`src/hw/rtl/mapped_area_insertion_sorter_assert.svh`:
```
// Assertion macros used by the sorter top level.
// Each expects clk and arst_n in scope.
`ifndef MAPPED_AREA_INSERTION_SORTER_ASSERT_SVH
`define MAPPED_AREA_INSERTION_SORTER_ASSERT_SVH

// Same-cycle implication.
`define MAIS_ASSERT_NOW(name, ante, cons, msg) \
	name: assert property (@(posedge clk) disable iff (!arst_n) (ante) |-> (cons)) \
		else $error(msg);

// Next-cycle implication.
`define MAIS_ASSERT_NEXT(name, ante, cons, msg) \
	name: assert property (@(posedge clk) disable iff (!arst_n) (ante) |=> (cons)) \
		else $error(msg);

`endif

```
`src/hw/rtl/mais_pkg.sv`:
```
package mais_pkg;

	localparam int MAX_ENTRIES = 16;
	localparam int CNT_W = $clog2(MAX_ENTRIES + 1);

	typedef struct packed {
		logic [63:0] start_address;
		logic [63:0] area_length;
		logic [63:0] area_offset;
		logic [2:0]  permissions;
		logic [5:0]  area_id;
		logic        last_entry;
	} in_word_t;

	typedef struct packed {
		logic [63:0] sorted_start;
		logic [63:0] sorted_length;
		logic [63:0] sorted_offset;
		logic [2:0]  sorted_permissions;
		logic [5:0]  sorted_id;
		logic        last_result;
		logic        overflow;
	} out_word_t;

	typedef struct packed {
		logic [63:0] key;
		logic [63:0] len;
		logic [63:0] off;
		logic [2:0]  perm;
		logic [5:0]  id;
	} rec_t;

	typedef struct packed {
		logic insert;
		logic drain;
	} cell_ctl_t;

endpackage

```
`src/hw/rtl/mais_cell.sv`:
```
module mais_cell import mais_pkg::*; (
	input  logic      clk,
	input  cell_ctl_t ctl,
	input  logic      occupied,
	input  logic      first_free,
	input  logic      left_gt,
	input  rec_t      new_rec,
	input  rec_t      left_rec,
	input  rec_t      right_rec,
	output rec_t      rec,
	output logic      gt
);

	rec_t rec_q;

	assign gt  = occupied && (rec_q.key > new_rec.key);
	assign rec = rec_q;

	// Strictly greater keys move right, so equal keys keep arrival order.
	always_ff @(posedge clk) begin
		if (ctl.drain) begin
			rec_q <= right_rec;
		end else if (ctl.insert && (gt || first_free)) begin
			rec_q <= left_gt ? left_rec : new_rec;
		end
	end

endmodule

```
`config.mk`:
```
export PLATFORM = sky130hd
export DESIGN_NAME = mais_cell
export DESIGN_NICKNAME = d
export VERILOG_FILES = /design/src/hw/rtl/mapped_area_insertion_sorter_assert.svh /design/src/hw/rtl/mais_pkg.sv /design/src/hw/rtl/mais_cell.sv
export SDC_FILE = /design/constraint.sdc
export NUM_CORES = 1
export LEC_CHECK = 0
export BUFFER_PORTS_ARGS = -buffer_cell sky130_fd_sc_hd__buf_2
export CORE_AREA = 2 2 314 316
export DETAILED_ROUTE_END_ITERATION = 10
export DIE_AREA = 0 0 316 318
export HOLD_SLACK_MARGIN = 0.12
export PLACE_DENSITY = 0.41
export SLEW_MARGIN = 20
export SYNTH_ARGS = -nofsm -noshare
export SYNTH_HDL_FRONTEND = slang
export SYNTH_SLANG_ARGS = --single-unit
export TNS_END_PERCENT = 20
```
`constraint.sdc`:
```
create_clock -name clk -period 20.1 [get_ports clk]
set_input_delay 1.005 -clock clk [delete_from_list [all_inputs] [get_ports clk]]
set_output_delay 1.005 -clock clk [all_outputs]
set_load 0.05 [all_outputs]
```
## After elaboration in Yosys (flattened, before gate mapping)

Index checks and enable logic that the tools add are counted.

- Order comparisons: 1
- Mux-type cells: 3
- Reductions and logical operators: 4

Operator list:

| operator | count |
|---|---|
| two-way mux 201 bit | 3 |
| > comparator 64 bit | 1 |
| logical AND 1 bit | 2 |
| nonzero test 2 bit | 1 |
| logical OR 1 bit | 1 |

- Bits in registers: 201
- Bits of input ports: 609
- Output and inout port bits: 202
- Logic and storage cells: 13

## Logic depth before layout (Yosys ltp)

- Depth after elaboration: 6
- Depth in mapped cells: 9
- Gate-level depth less buffers: 9

## Worst setup path before layout

Ideal clock, no wire load.

- Path type: input -> register
- Start: input new_rec[199] in the netlist's numbering
- End: register rec_q (netlist bit rec[0]), enable pin
- Library setup time: 1.055 ns
- Data arrival time: 16.757 ns
- Data required time: 19.045 ns
- Slack: 2.287 ns
- Stages on the path: 9
- Path buffers: 0
- Path through: inv_1 ha_1 nand4_1 nor2_1 nand4_1 nor3_1 a21boi_0 nor3_2 o31ai_1

- Cells in the longest elaborated chain, start to end: 5

RTL lines:

| what | RTL line | text |
|---|---|---|
| start: declaration | mais_cell.sv:7 | `input rec_t new_rec,` |
| > comparator 64 bit | mais_cell.sv:16 | `assign gt = occupied && (rec_q.key > new_rec.key);` |
| logical AND 1 bit | mais_cell.sv:16 |  |
| logical OR 1 bit | mais_cell.sv:23 | `end else if (ctl.insert && (gt \|\| first_free)) begin` |
| logical AND 1 bit | mais_cell.sv:23 |  |
| nonzero test 2 bit (no source line) | n/a |  |
| end signal: assignment | mais_cell.sv:22 | `rec_q <= right_rec;` |
| end signal: assignment | mais_cell.sv:24 | `rec_q <= left_gt ? left_rec : new_rec;` |
| end: declaration | mais_cell.sv:14 | `rec_t rec_q;` |

Every way passes these cells.
A chain may end at the register's enable or synchronous reset.

## Worst setup path after layout

- Start: input new_rec[138] in the netlist's numbering
- End: output gt

- Cells in the longest elaborated chain, start to end: 2

RTL lines:

| what | RTL line | text |
|---|---|---|
| > comparator 64 bit | mais_cell.sv:16 |  |
| logical AND 1 bit | mais_cell.sv:16 |  |
| end: declaration | mais_cell.sv:11 | `output logic gt` |

Every way passes these cells.

==> results.md <==
* Crit-path slowest cell: or4b_1
* Worst hold-check path type: in -> reg
* Via/cell ratio at 3.56
* Headroom to the max-slew limit at 35.1%
* Clk root buf: clkbuf_16
* Leak Pwr at 8.68 nW
* Dpl ws at ~15 ns
* Layout cells sized above 1 at 45.3%
* Setup bufs post-CTS at 0
* Finished Cell Area at 18,000 um2
* Outcome: complete, no violations
* PnR worst setup slack at 15.56 ns
* Register area at 6040 um2
* Synth unique cells at 30
* I/O pins at between 800 and 900
* Worst EP arrival at 3.53 ns
* Setup Viol. Count Final at 0
* First drt pass iteration count at 5
* Minimum clock period at 4.54 ns
* FF+latch count, synth at 201
* Worst Reg-to-Reg Cells at 10
* ANT nets after route at 0
* Row cnt at 115
* RSZ-0062 raised after global routing: false
* Die X at 316 um
* Worst hold slack at roughly 0.71 ns
* Largest net degree at the start of global routing at ~130
* Worst path depth at 11
* Gr usage total at 11.9%
* Largest register FFs at around 200
* CP bufs+invs at 3
* Setup Skew at 0.0138 ns
* Worst vdd ir at 0.0536 mV
* Critical Path RT at 19.09 ns
* Core Region at 97,400 um2
* Largest delay share family, worst path: simple AND/OR/NAND/NOR gates
* TNS Setup at 0 ns
* Area after DPL at 17,200 um2
* Routed WL per cell at 19.7 um
* Total power draw at 1.41 mW
* Post-route insts no fill at 3,198
* CTS tree: done
* P per Cell Area at 78.1 nW/um2
* Period Utilization, post-route at a little under a quarter
* # DRC at 0
* Synthesized area at 11,700 um2
* Routed WL at roughly 63,000 um
* GRT Residual Overflow at 0
* Worst-path cell chain: buf_2, inv_1, ha_1, nor2b_1, o211ai_2, a21boi_1, or4b_1, a211o_1, nor3_2, nor2_1, buf_2
* Max Clk Rate at roughly 220 MHz
* I/O Buffers at 810
* Hold Path Depth at 3
* Via count of the first global-routing pass at 11.6k
* Top cell by count, worst path: buf_2
* First-pass GRT wire length at 84,600 um
* Cts hold-fix bufs at 0
* Clock Sinks at approximately 200
* DRT iter0 DRCs at 457
* CP Class: in -> out
* Max-cap violations at 0
* Syn_nets at 1,778
* DP Cell Count at around 3.1k
* Total die area at 100,000 um2
* DR vias at 11.4k
* Fillers at 11.0k
* Later-pin clock latency in the skew report at 0.57 ns
* Worst slew pin tran at roughly 1 ns
* HPWL after DPL at roughly 53,000 um
* CTS resizes at 0
* Reg clk slew, reported paths at roughly 0.060 ns
* Fin. max-slew vios at 0
* Initial Utilization at approximately an eighth
* Sequential area share after synthesis at around 50%
* Cells after synthesis at 1,105
* CP max FO at 2
* H-tree depth at 1
* Worst setup SP type: input pin
* Post-layout util at 18.5%
* GP Congestion at 0.845
* Final hold vios at 0
* Die Y at 318 um
* Yosys warning total at 0
* Initial antenna violation count at 35
* # nets final at 2,559
* Area Growth Syn to Fin at 53.8%
* Worst setup EP type: output port
* Clock Path Buffers at 3
* Synthesized area per cell at ~11 um2
* Largest stage delay, worst path at 0.63 ns
* CTS Buf Count at 26
* Multi-input logic area at between 5000 and 6000 um2
-- synth_stat cells, drive strengths merged --
cell | instances | area [um2]
ha | 64 | 801
o21ai | 206 | 1030
a21boi | 2 | 15.0
nand2 | 216 | 811
nor3 | 4 | 30.0
buf | 19 | 95.1
nand4 | 12 | 81.3
nor2 | 7 | 26.3
nor2b | 1 | 6.26
a21oi | 26 | 130
a21o | 7 | 52.6
nor4 | 2 | 12.5
nor3b | 1 | 7.51
o31ai | 1 | 7.51
inv | 65 | 244
a41o | 1 | 10.0
or4b | 1 | 10.0
mux2i | 201 | 2010
o211ai | 2 | 20.0
a211o | 1 | 8.76
a221oi | 3 | 26.3
and4 | 2 | 17.5
nand3 | 9 | 45.0
clkbuf | 49 | 184
edfxtp | 201 | 6040
a211oi | 2 | 15.0
-- kinds of logic (layout without fill, tap and decap cells) --
logic type | count (synthesis) | after routing | synth area share, %
compound gates | 251 | 251 | 11.2
fa+ha+maj | 64 | 64 | 6.82
buf+inv | 133 | 934 | 4.46
flops | 201 | 201 | 51.4
mux | 201 | 201 | 17.1
other cells | 0 | 5 | 0
simple gates | 255 | 255 | 8.92
-- worst reg2reg max path, delay by kind of cell (launching register included) --
kind | cells | cell delay (ns)
AND/OR/NAND/NOR | 2 | 0.62
adder cells (fa/ha/maj) | 1 | 0.32
AO/OA/AOI/OAI | 5 | 1.06
buffers and inverters | 2 | 1.48
flip-flops | 1 | 0.42
-- area by class of cell --
type	instances	area share, %
diodes	5	0.0693
clock buffers	33	3.87
clock inverters	15	0.555
inverters	65	1.35
multi-input cells	771	28.8
flip-flops and latches	201	33.4
well taps	1287	8.92
repair buffers	821	23.0
-- layer usage --
layer  GRT usage, %  share of wire (%)  vias to the layer above
met2           22.0                 50                      577
met1           14.2                 41                     5131
met5              0              0.021                        -
met4           2.36                2.1                        2
met3           2.07                6.4                       90
li1               -                  -                     5580
-- worst paths after layout --
path,start,to,slack (ns)
worst max-delay path,new_rec[138],gt,15.56
worst min-delay path,right_rec[80],rec[80],0.71
worst max register to register,rec[178],rec[39],15.80
worst min register to register,rec[176],rec[0],1.14
-- placed cells by master (no fill, tap or decap), types with 5 or more instances in the layout --
| cell | count |
|---|---|
| a21o_1 | 7 |
| a21oi_1 | 26 |
| buf_2 | 808 |
| buf_4 | 11 |
| clkbuf_1 | 6 |
| clkbuf_16 | 27 |
| clkinv_2 | 8 |
| diode_2 | 5 |
| edfxtp_1 | 201 |
| ha_1 | 64 |
| inv_1 | 65 |
| mux2i_1 | 201 |
| nand2_1 | 216 |
| nand3_1 | 9 |
| nand4_1 | 11 |
| nor2_1 | 7 |
| o21ai_0 | 206 |
-- power by group --
group,internal (mW),switching (mW)
logic,0.120,0.296
registers,0.518,0.0174
clock network,0.257,0.201
Power figures use the tool's default switching activity.
